--- src/hdl/fdfp_pkg.sv ---
package fdfp_pkg;

  localparam int unsigned ByteW   = 8;
  localparam int unsigned CmdW    = 4;
  localparam int unsigned AmountW = 32;
  localparam int unsigned FracW   = 7;
  localparam int unsigned CountW  = 16;
  localparam int unsigned CfgIdxW = 1;

  localparam int unsigned SUM_QUEUE_DEPTH = 2;

  localparam logic [ByteW-1:0] OPEN_MARK  = 8'h7B;
  localparam logic [ByteW-1:0] CLOSE_MARK = 8'h7D;
  localparam logic [ByteW-1:0] ASCII_ZERO = 8'h30;
  localparam logic [ByteW-1:0] ASCII_ONE  = 8'h31;
  localparam logic [ByteW-1:0] ASCII_NINE = 8'h39;
  localparam logic [ByteW-1:0] ASCII_DOT  = 8'h2E;

  localparam logic [ByteW-1:0] MAX_LINE_RESET   = 8'd18;
  localparam logic [ByteW-1:0] MAX_SCREEN_RESET = 8'd86;

  // Configuration register indexes.
  localparam logic [CfgIdxW-1:0] REG_MAX_LINE   = 1'd0;
  localparam logic [CfgIdxW-1:0] REG_MAX_SCREEN = 1'd1;

  // Command codes.
  localparam logic [CmdW-1:0] CMD_NONE    = 4'd0;
  localparam logic [CmdW-1:0] CMD_1       = 4'd1;
  localparam logic [CmdW-1:0] CMD_2       = 4'd2;
  localparam logic [CmdW-1:0] CMD_LINE    = 4'd3;
  localparam logic [CmdW-1:0] CMD_SCREEN  = 4'd4;
  localparam logic [CmdW-1:0] CMD_5       = 4'd5;
  localparam logic [CmdW-1:0] CMD_ROW_CLR = 4'd6;
  localparam logic [CmdW-1:0] CMD_VOICE   = 4'd7;
  localparam logic [CmdW-1:0] CMD_BRIGHT  = 4'd8;
  localparam logic [CmdW-1:0] CMD_VOLUME  = 4'd9;
  localparam logic [CmdW-1:0] CMD_PERIPH  = 4'd10;
  localparam logic [CmdW-1:0] CMD_FEE     = 4'd11;
  localparam logic [CmdW-1:0] CMD_FILL    = 4'd12;
  localparam logic [CmdW-1:0] CMD_VERSION = 4'd13;

  typedef enum logic [1:0] {
    ST_OK        = 2'd0,
    ST_FRAME_ERR = 2'd1,
    ST_CMD_ERR   = 2'd2,
    ST_PARAM_ERR = 2'd3
  } status_e;

  // Everything the back end needs to know about one finished frame.
  typedef struct packed {
    logic              frame_bad;
    logic              len_short;
    logic [CmdW-1:0]   cmd;
    logic [ByteW-1:0]  dl;
    logic [ByteW-1:0]  d0;
    logic [ByteW-1:0]  d1;
    logic [ByteW-1:0]  d2;
    logic [AmountW-1:0] int_accum;
    logic [FracW-1:0]  frac;
  } frame_sum_t;

  typedef struct packed {
    status_e            status;
    logic [CmdW-1:0]    command;
    logic [ByteW-1:0]   param_len;
    logic [ByteW-1:0]   colour;
    logic [ByteW-1:0]   row;
    logic [ByteW-1:0]   x_pos;
    logic [ByteW-1:0]   y_pos;
    logic [ByteW-1:0]   text_bytes;
    logic [ByteW-1:0]   level_value;
    logic [AmountW-1:0] fee_amount;
  } result_t;

endpackage

--- src/hdl/fdfp_front.sv ---
module fdfp_front (
  input  logic                     clk_i,
  input  logic                     rst_ni,
  input  logic                     accept_i,
  input  logic [fdfp_pkg::ByteW-1:0] frame_byte_i,
  input  logic                     last_byte_i,
  output logic                     sum_push_o,
  output fdfp_pkg::frame_sum_t     sum_o
);
  import fdfp_pkg::*;

  typedef enum logic [1:0] {
    PH_INT,
    PH_FRAC1,
    PH_FRAC2,
    PH_DONE
  } phase_e;

  logic [CountW-1:0]  byte_count_q, byte_count_d;
  logic               open_ok_q, open_ok_d;
  logic [CmdW-1:0]    cmd_q, cmd_d;
  logic [ByteW-1:0]   dl_q, dl_d;
  logic [ByteW-1:0]   head_q [3];
  logic [ByteW-1:0]   head_d [3];
  logic [AmountW-1:0] int_q, int_d;
  logic [FracW-1:0]   frac_q, frac_d;
  phase_e             phase_q, phase_d;

  logic [CountW-1:0]  param_idx;
  logic               is_digit;
  logic [3:0]         digit;
  logic               len_short;

  function automatic logic [CmdW-1:0] decode_cmd(input logic [ByteW-1:0] b);
    logic [CmdW-1:0] c;
    c = CMD_NONE;
    if (b >= ASCII_ONE && b <= ASCII_NINE) begin
      c = CmdW'(b - ASCII_ZERO);
    end else if (b == 8'h41) begin
      c = CMD_PERIPH;
    end else if (b == 8'h42) begin
      c = CMD_FEE;
    end else if (b == 8'h01) begin
      c = CMD_FILL;
    end else if (b == 8'h02) begin
      c = CMD_VERSION;
    end
    return c;
  endfunction

  assign param_idx = byte_count_q - CountW'(3);
  assign is_digit  = (frame_byte_i >= ASCII_ZERO) && (frame_byte_i <= ASCII_NINE);
  assign digit     = 4'(frame_byte_i - ASCII_ZERO);

  always_comb begin
    byte_count_d = byte_count_q;
    open_ok_d    = open_ok_q;
    cmd_d        = cmd_q;
    dl_d         = dl_q;
    head_d       = head_q;
    int_d        = int_q;
    frac_d       = frac_q;
    phase_d      = phase_q;

    if (byte_count_q == CountW'(0)) begin
      open_ok_d = (frame_byte_i == OPEN_MARK);
    end else if (byte_count_q == CountW'(1)) begin
      cmd_d = decode_cmd(frame_byte_i);
    end else if (byte_count_q == CountW'(2)) begin
      dl_d = frame_byte_i;
    end else if (param_idx < {8'h00, dl_q}) begin
      if (param_idx < CountW'(3)) begin
        head_d[param_idx[1:0]] = frame_byte_i;
      end
      case (phase_q)
        PH_INT: begin
          if (is_digit) begin
            int_d = (int_q << 3) + (int_q << 1) + {28'd0, digit};
          end else if (frame_byte_i == ASCII_DOT) begin
            phase_d = PH_FRAC1;
          end else begin
            phase_d = PH_DONE;
          end
        end
        PH_FRAC1: begin
          if (is_digit) begin
            frac_d  = FracW'(digit) * FracW'(10);
            phase_d = PH_FRAC2;
          end else begin
            phase_d = PH_DONE;
          end
        end
        PH_FRAC2: begin
          if (is_digit) begin
            frac_d = frac_q + {3'd0, digit};
          end
          phase_d = PH_DONE;
        end
        default: begin
          phase_d = PH_DONE;
        end
      endcase
    end

    if (byte_count_q != {CountW{1'b1}}) begin
      byte_count_d = byte_count_q + CountW'(1);
    end
  end

  // Declared length exceeds what arrived: total - 4 < L, total = count + 1.
  assign len_short = (byte_count_q >= CountW'(3)) && (param_idx < {8'h00, dl_d});

  always_comb begin
    sum_o.frame_bad = (byte_count_q < CountW'(3)) || !open_ok_d ||
                      (frame_byte_i != CLOSE_MARK);
    sum_o.len_short = len_short;
    sum_o.cmd       = cmd_d;
    sum_o.dl        = dl_d;
    sum_o.d0        = head_d[0];
    sum_o.d1        = head_d[1];
    sum_o.d2        = head_d[2];
    sum_o.int_accum = int_d;
    sum_o.frac      = frac_d;
  end

  assign sum_push_o = accept_i && last_byte_i;

  always_ff @(posedge clk_i or negedge rst_ni) begin
    if (!rst_ni) begin
      byte_count_q <= '0;
      open_ok_q    <= 1'b0;
      cmd_q        <= CMD_NONE;
      dl_q         <= '0;
      head_q       <= '{default: '0};
      int_q        <= '0;
      frac_q       <= '0;
      phase_q      <= PH_INT;
    end else if (accept_i) begin
      if (last_byte_i) begin
        byte_count_q <= '0;
        open_ok_q    <= 1'b0;
        cmd_q        <= CMD_NONE;
        dl_q         <= '0;
        head_q       <= '{default: '0};
        int_q        <= '0;
        frac_q       <= '0;
        phase_q      <= PH_INT;
      end else begin
        byte_count_q <= byte_count_d;
        open_ok_q    <= open_ok_d;
        cmd_q        <= cmd_d;
        dl_q         <= dl_d;
        head_q       <= head_d;
        int_q        <= int_d;
        frac_q       <= frac_d;
        phase_q      <= phase_d;
      end
    end
  end

endmodule

--- src/hdl/fdfp_queue.sv ---
module fdfp_queue #(
  parameter int unsigned Depth = fdfp_pkg::SUM_QUEUE_DEPTH
) (
  input  logic                 clk_i,
  input  logic                 rst_ni,
  input  logic                 push_i,
  input  fdfp_pkg::frame_sum_t data_i,
  output logic                 full_o,
  input  logic                 pop_i,
  output logic                 empty_o,
  output fdfp_pkg::frame_sum_t data_o
);
  import fdfp_pkg::*;

  localparam int unsigned PtrW = (Depth > 1) ? $clog2(Depth) : 1;
  localparam int unsigned CntW = $clog2(Depth + 1);

  frame_sum_t      mem_q [Depth];
  logic [PtrW-1:0] wr_ptr_q, rd_ptr_q;
  logic [CntW-1:0] count_q;
  logic            do_push, do_pop;

  assign full_o  = (count_q == CntW'(Depth));
  assign empty_o = (count_q == '0);
  assign data_o  = mem_q[rd_ptr_q];
  assign do_push = push_i && !full_o;
  assign do_pop  = pop_i && !empty_o;

  always_ff @(posedge clk_i) begin
    if (do_push) begin
      mem_q[wr_ptr_q] <= data_i;
    end
  end

  always_ff @(posedge clk_i or negedge rst_ni) begin
    if (!rst_ni) begin
      wr_ptr_q <= '0;
      rd_ptr_q <= '0;
      count_q  <= '0;
    end else begin
      if (do_push) begin
        wr_ptr_q <= (wr_ptr_q == PtrW'(Depth - 1)) ? '0 : wr_ptr_q + PtrW'(1);
      end
      if (do_pop) begin
        rd_ptr_q <= (rd_ptr_q == PtrW'(Depth - 1)) ? '0 : rd_ptr_q + PtrW'(1);
      end
      if (do_push && !do_pop) begin
        count_q <= count_q + CntW'(1);
      end else if (do_pop && !do_push) begin
        count_q <= count_q - CntW'(1);
      end
    end
  end

endmodule

--- src/hdl/fdfp_back.sv ---
module fdfp_back (
  input  logic                       clk_i,
  input  logic                       rst_ni,
  input  logic [fdfp_pkg::ByteW-1:0] max_line_i,
  input  logic [fdfp_pkg::ByteW-1:0] max_screen_i,
  input  logic                       sum_valid_i,
  input  fdfp_pkg::frame_sum_t       sum_i,
  output logic                       sum_pop_o,
  output logic                       res_valid_o,
  input  logic                       res_pop_i,
  output fdfp_pkg::result_t          res_o
);
  import fdfp_pkg::*;

  result_t          res_d, res_q;
  logic             valid_q;
  logic [ByteW-1:0] d0_digit, d1_row, d0_row;
  logic             one_param;

  assign d0_digit  = sum_i.d0 - ASCII_ZERO;
  assign d1_row    = sum_i.d1 - ASCII_ONE;
  assign d0_row    = sum_i.d0 - ASCII_ONE;
  assign one_param = (sum_i.dl == 8'd1);

  always_comb begin
    res_d = '0;
    res_d.status = ST_OK;
    if (sum_i.frame_bad) begin
      res_d.status = ST_FRAME_ERR;
    end else if (sum_i.cmd == CMD_NONE) begin
      res_d.status = ST_CMD_ERR;
    end else if (sum_i.len_short) begin
      res_d.status  = ST_FRAME_ERR;
      res_d.command = sum_i.cmd;
    end else begin
      res_d.command   = sum_i.cmd;
      res_d.param_len = sum_i.dl;
      case (sum_i.cmd)
        CMD_1, CMD_2, CMD_5: begin
          if (sum_i.dl != 8'd0) res_d.status = ST_PARAM_ERR;
        end
        CMD_LINE: begin
          if (sum_i.dl < 8'd3 || sum_i.dl > max_line_i) begin
            res_d.status = ST_PARAM_ERR;
          end else begin
            res_d.colour     = d0_digit;
            res_d.row        = d1_row;
            res_d.text_bytes = sum_i.dl - 8'd2;
            if (d0_digit > 8'd2 || d1_row > 8'd4) res_d.status = ST_PARAM_ERR;
          end
        end
        CMD_SCREEN: begin
          if (sum_i.dl < 8'd4 || sum_i.dl > max_screen_i) begin
            res_d.status = ST_PARAM_ERR;
          end else begin
            res_d.colour     = d0_digit;
            res_d.x_pos      = sum_i.d1;
            res_d.y_pos      = sum_i.d2;
            res_d.text_bytes = sum_i.dl - 8'd3;
            if (d0_digit > 8'd2) res_d.status = ST_PARAM_ERR;
          end
        end
        CMD_ROW_CLR: begin
          if (!one_param) begin
            res_d.status = ST_PARAM_ERR;
          end else begin
            res_d.row = d0_row;
            if (d0_row > 8'd4) res_d.status = ST_PARAM_ERR;
          end
        end
        CMD_VOICE: begin
          if (!one_param) begin
            res_d.status = ST_PARAM_ERR;
          end else begin
            res_d.level_value = d0_digit;
            if (d0_digit > 8'd3) res_d.status = ST_PARAM_ERR;
          end
        end
        CMD_BRIGHT: begin
          if (!one_param) begin
            res_d.status = ST_PARAM_ERR;
          end else if (sum_i.d0 == 8'd0) begin
            res_d.level_value = 8'd0;
          end else if (sum_i.d0 >= ASCII_ONE && sum_i.d0 <= 8'h38) begin
            res_d.level_value = d0_digit;
          end else begin
            res_d.status = ST_PARAM_ERR;
          end
        end
        CMD_VOLUME: begin
          if (!one_param) begin
            res_d.status = ST_PARAM_ERR;
          end else begin
            res_d.level_value = d0_digit;
            if (d0_digit < 8'd1 || d0_digit > 8'd5) res_d.status = ST_PARAM_ERR;
          end
        end
        CMD_PERIPH: begin
          if (!one_param) begin
            res_d.status = ST_PARAM_ERR;
          end else begin
            res_d.level_value = sum_i.d0;
          end
        end
        CMD_FEE: begin
          if (sum_i.dl == 8'd0) begin
            res_d.status = ST_PARAM_ERR;
          end else begin
            res_d.fee_amount = sum_i.int_accum * 32'd100 + {25'd0, sum_i.frac};
          end
        end
        CMD_FILL: begin
          if (!one_param || sum_i.d0 < 8'd1 || sum_i.d0 > 8'd7) begin
            res_d.status = ST_PARAM_ERR;
          end else begin
            res_d.colour = sum_i.d0;
          end
        end
        CMD_VERSION: begin
          if (!one_param) res_d.status = ST_PARAM_ERR;
        end
        default: begin
          res_d.status = ST_OK;
        end
      endcase
    end
  end

  // A waiting summary refills the output register when empty or drained.
  assign sum_pop_o   = sum_valid_i && (!valid_q || res_pop_i);
  assign res_valid_o = valid_q;
  assign res_o       = res_q;

  always_ff @(posedge clk_i) begin
    if (sum_pop_o) begin
      res_q <= res_d;
    end
  end

  always_ff @(posedge clk_i or negedge rst_ni) begin
    if (!rst_ni) begin
      valid_q <= 1'b0;
    end else if (sum_pop_o) begin
      valid_q <= 1'b1;
    end else if (res_pop_i) begin
      valid_q <= 1'b0;
    end
  end

endmodule

--- src/hdl/fee_display_frame_parser_top.sv ---
// Channel   Direction  Signals                                Transfer when
// input     in         push, full, frame_byte_i, last_byte_i  push & !full
// result    out        empty, pop, status_o .. fee_amount_o   pop & !empty
// config    in         cfg_we_i, cfg_idx_i, cfg_wdata_i       cfg_we_i
//
// One byte is taken in each cycle that push is high and full is low. The summary
// queue is written at the transfer of a frame's last byte; the back end loads
// its result register from the queue once that register is empty or popped.
// Reset clears all frame state and loads the length limits with 18 and 86.
// full rises only while the summary queue holds QueueDepth frames that the back
// end has not taken; the back end stalls while its result is not popped.
module fee_display_frame_parser_top #(
  parameter int unsigned QueueDepth = fdfp_pkg::SUM_QUEUE_DEPTH
) (
  input  logic                          clk_i,
  input  logic                          rst_ni,
  input  logic                          push,
  output logic                          full,
  input  logic [fdfp_pkg::ByteW-1:0]    frame_byte_i,
  input  logic                          last_byte_i,
  output logic                          empty,
  input  logic                          pop,
  output logic [1:0]                    status_o,
  output logic [fdfp_pkg::CmdW-1:0]     command_o,
  output logic [fdfp_pkg::ByteW-1:0]    param_len_o,
  output logic [fdfp_pkg::ByteW-1:0]    colour_o,
  output logic [fdfp_pkg::ByteW-1:0]    row_o,
  output logic [fdfp_pkg::ByteW-1:0]    x_pos_o,
  output logic [fdfp_pkg::ByteW-1:0]    y_pos_o,
  output logic [fdfp_pkg::ByteW-1:0]    text_bytes_o,
  output logic [fdfp_pkg::ByteW-1:0]    level_value_o,
  output logic [fdfp_pkg::AmountW-1:0]  fee_amount_o,
  input  logic                          cfg_we_i,
  input  logic [fdfp_pkg::CfgIdxW-1:0]  cfg_idx_i,
  input  logic [fdfp_pkg::ByteW-1:0]    cfg_wdata_i
);
  import fdfp_pkg::*;

  logic [ByteW-1:0] max_line_q, max_screen_q;
  logic             in_accept;
  logic             sum_push, sum_pop, sum_empty;
  frame_sum_t       sum_in, sum_out;
  logic             res_valid;
  result_t          res;

  // Length limits for the text commands.
  always_ff @(posedge clk_i or negedge rst_ni) begin
    if (!rst_ni) begin
      max_line_q   <= MAX_LINE_RESET;
      max_screen_q <= MAX_SCREEN_RESET;
    end else if (cfg_we_i) begin
      case (cfg_idx_i)
        REG_MAX_LINE:   max_line_q   <= cfg_wdata_i;
        REG_MAX_SCREEN: max_screen_q <= cfg_wdata_i;
        default:        max_line_q   <= max_line_q;
      endcase
    end
  end

  assign in_accept = push && !full;

  // The front end tracks the frame byte by byte and hands a summary of each
  // finished frame to the queue on its last byte.
  fdfp_front u_front (
    .clk_i        (clk_i),
    .rst_ni       (rst_ni),
    .accept_i     (in_accept),
    .frame_byte_i (frame_byte_i),
    .last_byte_i  (last_byte_i),
    .sum_push_o   (sum_push),
    .sum_o        (sum_in)
  );

  fdfp_queue #(
    .Depth (QueueDepth)
  ) u_queue (
    .clk_i   (clk_i),
    .rst_ni  (rst_ni),
    .push_i  (sum_push),
    .data_i  (sum_in),
    .full_o  (full),
    .pop_i   (sum_pop),
    .empty_o (sum_empty),
    .data_o  (sum_out)
  );

  // The back end runs the per-command checks and holds the result register.
  fdfp_back u_back (
    .clk_i        (clk_i),
    .rst_ni       (rst_ni),
    .max_line_i   (max_line_q),
    .max_screen_i (max_screen_q),
    .sum_valid_i  (!sum_empty),
    .sum_i        (sum_out),
    .sum_pop_o    (sum_pop),
    .res_valid_o  (res_valid),
    .res_pop_i    (pop),
    .res_o        (res)
  );

  assign empty         = !res_valid;
  assign status_o      = res.status;
  assign command_o     = res.command;
  assign param_len_o   = res.param_len;
  assign colour_o      = res.colour;
  assign row_o         = res.row;
  assign x_pos_o       = res.x_pos;
  assign y_pos_o       = res.y_pos;
  assign text_bytes_o  = res.text_bytes;
  assign level_value_o = res.level_value;
  assign fee_amount_o  = res.fee_amount;

endmodule

--- config.mk ---
export PLATFORM = sky130hd
export DESIGN_NAME = fee_display_frame_parser_top
export DESIGN_NICKNAME = d
export VERILOG_FILES = /design/src/hdl/fdfp_pkg.sv /design/src/hdl/fdfp_front.sv /design/src/hdl/fdfp_queue.sv /design/src/hdl/fdfp_back.sv /design/src/hdl/fee_display_frame_parser_top.sv
export SDC_FILE = /design/constraint.sdc
export NUM_CORES = 1
export LEC_CHECK = 0
export BUFFER_PORTS_ARGS = -buffer_cell sky130_fd_sc_hd__buf_4
export CORE_AREA = 2 2 197 199
export CTS_CLUSTER_DIAMETER = 30
export CTS_CLUSTER_SIZE = 14
export DETAILED_ROUTE_END_ITERATION = 16
export DIE_AREA = 0 0 199 201
export GPL_ROUTABILITY_DRIVEN = 1
export PLACE_DENSITY = 0.82
export SETUP_SLACK_MARGIN = 0.15
export SYNTH_ARGS = -nofsm -noshare
export SYNTH_HDL_FRONTEND = slang
export SYNTH_SLANG_ARGS = --single-unit
--- constraint.sdc ---
create_clock -name clk_i -period 9.2 [get_ports clk_i]
set_input_delay 0.46 -clock clk_i [delete_from_list [all_inputs] [get_ports clk_i]]
set_output_delay 0.46 -clock clk_i [all_outputs]
set_load 0.01 [all_outputs]
==> results of run 1 <==
[metal layers]
metal / track usage (%) / routed length [um] / vias to the layer above
met5: 0 / 0 / -
met4: 11.83 / 1744 / 0
met3: 4.099 / 3969 / 126
met2: 44.57 / 25810 / 739
met1: 36.55 / 22850 / 8432
li1: - / - / 8044
[tightest hold or removal path, cell delays in order]
cell and delay [ns]:
buf_4 0.09, nand2_1 0.04, o21ai_0 0.05
[synth_stat cells (all sizes together), types with 6 or more instances]
library cell	number	area, um^2
edfxtp	244	7327
ha	199	2490
inv	196	735.7
nor2	162	608.1
nand2	130	488.0
o21ai	108	540.5
dfrtp	107	2678
a21oi	88	444.2
mux2	73	822.0
mux2i	71	710.7
clkbuf	65	244.0
xnor2	62	543.0
nand3	43	215.2
a21o	41	307.8
xor2	41	359.1
nor3	31	155.2
fa	29	580.6
a22o	27	236.5
a22oi	24	180.2
nand4	22	137.6
nor3b	20	150.1
or3	20	125.1
nor2b	19	118.9
o2bb2ai	18	157.7
o21a	17	127.6
nor4	16	100.1
a211oi	15	112.6
and3	15	93.84
buf	15	76.32
nand2b	14	87.58
and2	12	75.07
o22ai	12	75.07
o31ai	12	90.09
a31oi	11	68.82
o211ai	10	75.07
o21bai	10	75.07
a221oi	8	76.32
or2	8	50.05
or4	8	60.06
a2111oi	7	61.31
or3b	7	61.31
a211o	6	52.55
a41oi	6	52.55
and4	6	52.55
dfstp	6	157.7
[registers in the layout, summed over array words and instances (netlist names)]
signal	count
max_screen_q	8
u_back.res_o	94
u_front.frac_q	7
u_front.phase_q	2
max_line_q	8
u_queue.rd_ptr_q	1
u_queue.count_q	2
u_front.byte_count_q	16
u_back.res_valid_o	1
u_queue.wr_ptr_q	1
u_front.open_ok_q	1
u_front.dl_q	8
u_front.cmd_q	4
u_queue.mem_q	150
u_front.int_q	30
u_front.head_q	24
[layout make-up]
class | instances | area, um^2 | share of cell area, %
clock inverters | 49 | 658.1 | 2.481
flip-flops and latches | 357 | 10170 | 38.32
repair buffers | 135 | 1016 | 3.830
inverters | 196 | 738.2 | 2.783
clock buffers | 88 | 1954 | 7.367
well taps | 518 | 648.1 | 2.443
multi-input cells | 1485 | 11350 | 42.77
[where the power goes]
part	switching [mW]	internal (mW)	total (mW)	leakage, nW
Sequential	0.138	2.04	2.18	3.87
Combinational	3.69	2.41	6.10	6.53
Clock	0.931	1.83	2.76	1.26
[through the flow]
stage	std cells	hold WS, ns	cell area (um^2)	total power, mW	utilization, %
global route	2828	0.07670	26530	11.85	69.62
detailed placement	2690	0.4682	23910	8.125	62.73
floorplan	2118	0.1644	22560	6.762	-
finish	2828	0.08530	26530	11.04	69.62
global placement	2690	0.4580	23910	7.912	62.73
CTS	2828	0.06809	26530	10.98	69.62
[worst paths after layout]
check / startpoint / endpoint / slack, ns / depth (start not counted)
worst max-delay path: u_queue.rd_ptr_q / u_back.res_o[29] / 3.12 / 17
worst min-delay path: cfg_wdata_i[2] / max_line_q[2] / 0.09 / 3
worst max register to register: u_queue.rd_ptr_q / u_back.res_o[29] / 3.12 / 17
worst min register to register: u_front.head_q[18] / u_front.head_q[18] / 0.48 / 2
max in group asynchronous: rst_ni / u_queue.rd_ptr_q / 7.35 / 3
min in group asynchronous: rst_ni / max_line_q[5] / 0.39 / 2
[cell families after synthesis]
kind of cell | after synthesis
AND/OR/NAND/NOR | 549
AO/OA/AOI/OAI | 461
buffers and inverters | 276
multiplexers | 144
flip-flops | 357
XOR/XNOR | 103
adder cells (fa/ha/maj) | 228
==> results.toml, run 1 <==
[synthesis]
muxShareOfSynthArea_pct = 6.794
synth_cells = 2118
synth_seq_area_share_pct = 45.05
synth_edf_count = 244
synth_top_family_by_area = "compound AO/OA/AOI/OAI gates"
synth_flop_cell = "edfxtp_1"
synth-xor-area-share_pct = 3.999
synth_fa_ha_area_share_pct = 13.61
ys_ff_latch = 357
synth_area_per_cell_um2 = 10.65
synth.net_count = 2369
synth_cell_types = 78
synthArstFlopShare_pct = 31.65
synth_simple_gate_area_share_pct = 12.07
netlist_area_um2 = 22560
synth_compound_area_share_pct = 13.80
yosys_warnings = 0

[critical_path]
max_stage_delay_ns = 0.76
cp.arrival_ns = 6.42
cp_max_fo = 30
crit_path_start_kind = "register"
slowest_stage = "dfrtp_4"
crit_family = "adder cells"
cp_cell_sequence = "mux2i_1 > inv_1 > ha_1 > ha_1 > inv_1 > fa_1 > inv_1 > ha_1 > and3_1 > nand3_1 > o21ai_0 > a21oi_1 > o21a_1 > a211oi_1 > o211ai_1 > nor4_1 > mux2_2"
cp.required_ns = 9.54
crit_type = "reg2reg"
endpoint_kind = "register"
critPathBufInv = 3

[cts]
cts_setup_buffers = 0
ctsHoldBuffers = 1
clk_pin_slew_ns = 0.05
h-tree-depth = 3
cts-root-buf = "clkbuf_16"
cts_tree = "built"
clk_latency_ns = 0.60
cts_resized = 0
cts_buffers = 74
clock_sinks = 357
cts_buffer_depth = 3

[placement]
io_buffers = 118
dp_hpwl_um = 36560
gp_congestion = 0.8957
post-place-ws_ns = 3.133

[global_routing]
grt_pass1_wl_um = 87540
grt_max_degree = 76
grt_pass1_vias = 17420
grt.total_usage_pct = 27.39
grt_overflow_total = 0
antenna_found_initial = 0

[cells_and_area]
nNetsFinal = 2500
drive_gt1_share_pct = 15.63
fillers = 2647
n_antenna_cell = 0
final_common_cell = "edfxtp_1"
syn_to_final_growth_pct = 17.59
layout_common_cells = "244 x edfxtp_1, 199 x ha_1, 195 x inv_1, 162 x nor2_1, 134 x buf_4"

[sta]
slew_viol_final = 0
fin_skew_ns = 0.02420
hold_viol = 0
tightest_slew_ns = 1.095
slew-limit-headroom_pct = 27.00
rsz0062_at_grt = "false"
finalCritPeriodShare_pct = 66.07
tns_ns = 0
fmax_mhz = 164.5
setup_viol = 0
min_period_ns = 6.079
fin_ws_ns = 3.121

[floorplanning]
core_region_area_um2 = 38110
initial_utilization_pct = 59.20
row_count = 72
io-pin-count = 119
die_h_um = 201
die_w_um = 199
die_area_um2 = 40000

[power_and_ir_drop]
leakage_nw = 11.66
powerDensity_nw_per_um2 = 416.3
irDropWorstVdd_mv = 0.2950

[worst_hold_path]
holdCritPathClass = "in2reg"

[drt]
dr_total_vias = 17340
ant_nets = 0
drtIter0Drc = 1385
drc_errors = 0
drt-total-wl_um = 54380
vias_per_cell = 6.132
drtPass1Iterations = 6
routedWlPerCell_um = 19.23

[job]
cap_violations = 0

[run_status]
status = "finished clean"
No activity file was read; power rests on OpenSTA's default activity.
==> run 2, diff against run 1 <==
--- a/config.mk
+++ b/config.mk
@@ -6,11 +6,11 @@
 export NUM_CORES = 1
 export LEC_CHECK = 0
 export BUFFER_PORTS_ARGS = -buffer_cell sky130_fd_sc_hd__buf_4
-export CORE_AREA = 2 2 197 199
+export CORE_AREA = 2 2 202 204
 export CTS_CLUSTER_DIAMETER = 30
 export CTS_CLUSTER_SIZE = 14
 export DETAILED_ROUTE_END_ITERATION = 16
-export DIE_AREA = 0 0 199 201
+export DIE_AREA = 0 0 204 206
 export GPL_ROUTABILITY_DRIVEN = 1
 export PLACE_DENSITY = 0.82
 export SETUP_SLACK_MARGIN = 0.15
==> constraint.sdc (replaced) <==
create_clock -name clk_i -period 5.5 [get_ports clk_i]
set_input_delay 0.275 -clock clk_i [delete_from_list [all_inputs] [get_ports clk_i]]
set_output_delay 0.275 -clock clk_i [all_outputs]
set_load 0.01 [all_outputs]
==> results.toml, run 2 (same netlist as run 1, synthesis figures left out) <==
[sta]
slew_viol_final = 0
tns_ns = 0
rsz0062_at_grt = "true"
fin_skew_ns = 0.03983
tightest_slew_ns = 1.085
hold_viol = 0
min_period_ns = 5.257
slew-limit-headroom_pct = 27.70
finalCritPeriodShare_pct = 95.58
fin_ws_ns = 0.2428
setup_viol = 0
fmax_mhz = 190.2

[worst_hold_path]
holdPathStages = 3
hp-start = "frame_byte_i[6]"
holdCritPathClass = "in2reg"

[floorplanning]
die_w_um = 204
die_area_um2 = 42020
initial_utilization_pct = 56.14
die_h_um = 206
io-pin-count = 119
row_count = 74
core_region_area_um2 = 40180

[cells_and_area]
layout_common_cells = "244 x edfxtp_1, 193 x inv_1, 186 x ha_1, 172 x buf_4, 160 x nor2_1"
finalCoreUtilization_pct = 68.24
nNetsFinal = 2549
seq_area_um2 = 10170
regMostFlops = "u_queue.mem_q"
syn_to_final_growth_pct = 21.55
drive_gt1_share_pct = 19.72
n_antenna_cell = 0
final_common_cell = "edfxtp_1"
multiInputGateArea_um2 = 11920
design_area_um2 = 27420
largest_register_ffs = 150
fillers = 2806

[critical_path]
cp.required_ns = 5.85
endpoint_kind = "register"
crit_path_start_kind = "register"
cp.arrival_ns = 5.61
crit_type = "reg2reg"
rr_worst_depth = 17
cp_max_fo = 6
cp-startpoint = "u_queue.rd_ptr_q"
timing.rr.start = "u_queue.rd_ptr_q"

[global_routing]
grt_pass1_wl_um = 89900
grt_pass1_vias = 17310
grt_max_degree = 76
antenna_found_initial = 0
grt.total_usage_pct = 26.97
grt_overflow_total = 0

[drt]
drc_errors = 0
drtIter0Drc = 1814
routedWlPerCell_um = 20.33
ant_nets = 0
drtPass1Iterations = 5
drt-total-wl_um = 58660
dr_total_vias = 17650
vias_per_cell = 6.118

[cts]
clock_sinks = 357
cts_buffer_depth = 3
clk_latency_ns = 0.61
cts_tree = "built"
clk_pin_slew_ns = 0.06
cts-root-buf = "clkbuf_16"
cts_buffers = 71
h-tree-depth = 3

[placement]
gp_congestion = 0.9295
dp_hpwl_um = 38720
dpl_cell_area_um2 = 24480
io_buffers = 118
post-place-ws_ns = -0.1944

[job]
cap_violations = 0

[run_status]
status = "finished clean"
[run 2: metal layers]
layer | GRT usage, % | part of all wire (%)
met3 | 5.061 | 7.2
met4 | 11.57 | 3.1
met5 | 0 | 0
met2 | 44.52 | 49
met1 | 34.95 | 41
[run 2: layout make-up]
type                       instances  share of cell area [%]
multi-input combinational       1485                   43.49
sequential                       357                   37.08
clock buffer                      82                   6.849
timing repair buffer             187                   5.357
inverter                         196                   2.692
tap                              532                   2.428
clock inverter                    46                   2.113
[run 2: critical path, cell delays in order, from the launching register on]
cell      delay [ns]
dfrtp_4         0.54
buf_8           0.18
mux2_4          0.35
ha_4            0.24
ha_1            0.29
inv_1           0.06
fa_1            0.51
inv_1           0.07
ha_4            0.31
inv_1           0.06
a2111o_1        0.39
o311ai_2        0.10
nand4_1         0.26
nor4b_4         0.40
nand2_2         0.15
or4_4           0.56
nor4_4          0.18
mux2_2          0.36
[run 2: repair_timing]
| action | in CTS | in global routing |
|---|---|---|
| pin swaps | 2 | 14 |
| resized for setup | 12 | 37 |
| endpoints found under the hold margin | 73 | 0 |
| setup endpoints to repair | 8 | 8 |
| setup buffers | 4 | 14 |
| hold buffers | 10 | 0 |
[run 2: path summary, 6_finish.rpt]
path	to	slack (ns)
worst max-delay path	u_back.res_o[29]	0.24
worst min-delay path	u_front.head_q[6]	0.04
worst max register to register	u_back.res_o[29]	0.24
worst min register to register	u_front.head_q[18]	0.49
max in group asynchronous	u_queue.rd_ptr_q	3.90
min in group asynchronous	max_screen_q[5]	0.33
[run 2: stage by stage]
stage               hold slack [ns]  std cells
finish                      0.03710       2885
global route                0.03792       2885
CTS                         0.02198       2871
detailed placement           0.4409       2729
global placement             0.4178       2729
floorplan                  -0.02059       2118
Power of run 2 is left out: the tool's default activity adds up to more than one toggle a clock period on the data nets, which glitch-free logic cannot reach.
==> run 3, diff against run 2 <==
--- a/config.mk
+++ b/config.mk
@@ -5,14 +5,15 @@
 export SDC_FILE = /design/constraint.sdc
 export NUM_CORES = 1
 export LEC_CHECK = 0
+export ABC_AREA = 1
 export BUFFER_PORTS_ARGS = -buffer_cell sky130_fd_sc_hd__buf_4
-export CORE_AREA = 2 2 202 204
+export CORE_AREA = 2 2 204 206
 export CTS_CLUSTER_DIAMETER = 30
 export CTS_CLUSTER_SIZE = 14
 export DETAILED_ROUTE_END_ITERATION = 16
-export DIE_AREA = 0 0 204 206
+export DIE_AREA = 0 0 206 208
 export GPL_ROUTABILITY_DRIVEN = 1
-export PLACE_DENSITY = 0.82
+export PLACE_DENSITY = 0.81
 export SETUP_SLACK_MARGIN = 0.15
 export SYNTH_ARGS = -nofsm -noshare
 export SYNTH_HDL_FRONTEND = slang
==> results.toml, run 3 <==
[critical_path]
cp_cell_sequence = "buf_4 > o21ai_0 > inv_1 > ha_1 > ha_1 > inv_1 > fa_1 > inv_1 > ha_1 > nand2_1 > nor2_1 > nand3_1 > nand3_1 > nand2_1 > nand2_1 > nand2_1 > nand3b_1 > nor2_1 > nand2_1 > nor2_1 > nand3_1 > nand2_1 > nor2_1"
cp.arrival_ns = 5.20
r2r_setup_slack_ns = 0.64
cp.required_ns = 5.85
cp_max_fo = 29
crit_cells = 23
max_stage_delay_ns = 0.49
crit_path_frequent_cell = "nand2_1"
endpoint_kind = "register"
crit_path_start_kind = "register"
crit_family = "simple AND/OR/NAND/NOR gates"
crit_type = "reg2reg"
cp-startpoint = "u_queue.rd_ptr_q"
rr_worst_depth = 23
crit_path_end = "u_back.res_o[28]"
rr_endpoint = "u_back.res_o[28]"
critPathBufInv = 4
slowest_stage = "fa_1"
timing.rr.start = "u_queue.rd_ptr_q"

[drt]
drtPass1Iterations = 5
vias_per_cell = 5.521
drc_errors = 0
ant_nets = 0
routedWlPerCell_um = 16.77
dr_total_vias = 19070
drt-total-wl_um = 57910
drtIter0Drc = 1765

[global_routing]
grt_max_degree = 95
grt_pass1_vias = 18530
grt.total_usage_pct = 27.18
antenna_found_initial = 0
grt_overflow_total = 0
grt_pass1_wl_um = 92740

[cells_and_area]
drive_gt1_share_pct = 12.32
seq_area_um2 = 10160
regMostFlops = "u_queue.mem_q"
largest_register_ffs = 150
finalCoreUtilization_pct = 66.50
multiInputGateArea_um2 = 10930
n_antenna_cell = 0
syn_to_final_growth_pct = 18.19
nNetsFinal = 3114
final_common_cell = "nand2_1"
layout_common_cells = "762 x nand2_1, 393 x inv_1, 244 x edfxtp_1, 199 x ha_1, 193 x nor2_1"
fillers = 3169

[synthesis]
yosys_warnings = 0
synth_edf_count = 244
synth_area_per_cell_um2 = 8.457
synthArstFlopShare_pct = 31.65
netlist_area_um2 = 22820
synth.area.top_cells = "edfxtp_1 32%, nand2_1 13%, dfrtp_1 12%"
yosys.area.top_type_share_pct = 32.11
synth_seq_area_share_pct = 44.54
synth.most_common_cell = "nand2_1"
synth.net_count = 2949
ys_ff_latch = 357
synth_flop_cell = "edfxtp_1"
synth_commonest_cells = "762 x nand2_1, 393 x inv_1, 244 x edfxtp_1"
synth_area_leader_cell = "edfxtp_1"
synth_cells = 2698
synth_cell_types = 56

[floorplanning]
die_area_um2 = 42850
core_region_area_um2 = 40550
row_count = 74
die_w_um = 206
initial_utilization_pct = 56.26
io-pin-count = 119
die_h_um = 208

[cts]
cts_setup_buffers = 0
clk_latency_ns = 0.60
h-tree-depth = 3
cts_buffers = 71
cts_tree = "built"
clk_pin_slew_ns = 0.05
cts-root-buf = "clkbuf_16"
clock_sinks = 357
cts_buffer_depth = 3

[sta]
fmax_mhz = 205.9
tightest_slew_ns = 1.197
finalCritPeriodShare_pct = 88.29
hold_slack_ns = 0.05764
rsz0062_at_grt = "false"
slew-limit-headroom_pct = 20.17
fin_ws_ns = 0.6438
tns_ns = 0
hold_viol = 0
slew_viol_final = 0
fin_skew_ns = 0.03085
setup_viol = 0
min_period_ns = 4.856

[placement]
gp_congestion = 0.9335
post-place-ws_ns = 0.7726
dp_hpwl_um = 41960
io_buffers = 118

[worst_hold_path]
holdCritPathClass = "in2reg"
hp-start = "cfg_wdata_i[3]"

[run_status]
status = "finished clean"

[job]
cap_violations = 0
[run 3: changes by cell type after synthesis, sizes merged, moves of 37 or more]
cell    before  now
a21o        41    3
a21oi       88  128
nor2       162  206
clkbuf      65   28
nand3       43   95
xnor2       62   17
nand2      130  770
inv        196  409
mux2i       71    9
o21ai      108  186
mux2        73    0
[run 3: worst min-delay path, delay by kind of cell]
family,cells,cell delay (ns)
AOI/OAI and AO/OA,1,0.12
buffers and inverters,2,0.20
[run 3: cell families (layout without fill, tap and decap cells)]
| family | after synthesis | count (layout) | share of synthesized area, % |
|---|---|---|---|
| AND/OR/NAND/NOR | 1201 | 1201 | 21.99 |
| flip-flops | 357 | 357 | 44.54 |
| AO/OA/AOI/OAI | 383 | 383 | 9.448 |
| buffers and inverters | 457 | 680 | 7.754 |
| XOR/XNOR | 63 | 63 | 2.418 |
| adder cells (fa/ha/maj) | 228 | 228 | 13.46 |
| multiplexers | 9 | 9 | 0.3948 |
[run 3: how the worst min path moves through the flow]
stage	depth (start not counted)	slack (ns)	to
finish	3	0.06	max_screen_q[3]
global route	3	0.06	max_screen_q[3]
CTS	3	0.04	max_screen_q[3]
detailed placement	1	0.41	u_front.int_q[8]
global placement	1	0.40	u_front.int_q[8]
floorplan	0	-0.02	max_line_q[0]
[run 3: metrics by stage]
stage	cell area, um^2	std cells
2_1_floorplan	22820	2698
3_3_place_gp	24270	3312
3_5_place_dp	24270	3312
4_1_cts	26970	3453
5_1_grt	26970	3453
6_report	26970	3453
[run 3: timing repair]
action,4_1_cts,5_1_grt
gates resized for setup,0,1
hold buffers,10,0
endpoints found under the setup margin,0,1
hold endpoints to repair,72,0
[run 3: layer usage]
layer  up-vias  global-route usage, %  routed length [um]
li1       9215                      -                   -
met1      8971                  37.11               25440
met2       746                  43.05               26610
met3       133                  5.968                4410
met4         0                  8.916                1439
met5         -                      0                   0
[run 3: final cells by class]
type                    instances  share of cell area (%)
flip-flops and latches        357                   37.69
clock inverters                53                   2.812
clock buffers                  78                   6.834
repair buffers                139                   3.962
multi-input cells            1884                   40.53
inverters                     410                   5.707
well taps                     532                   2.468
Power of run 3 is left out for the same reason.
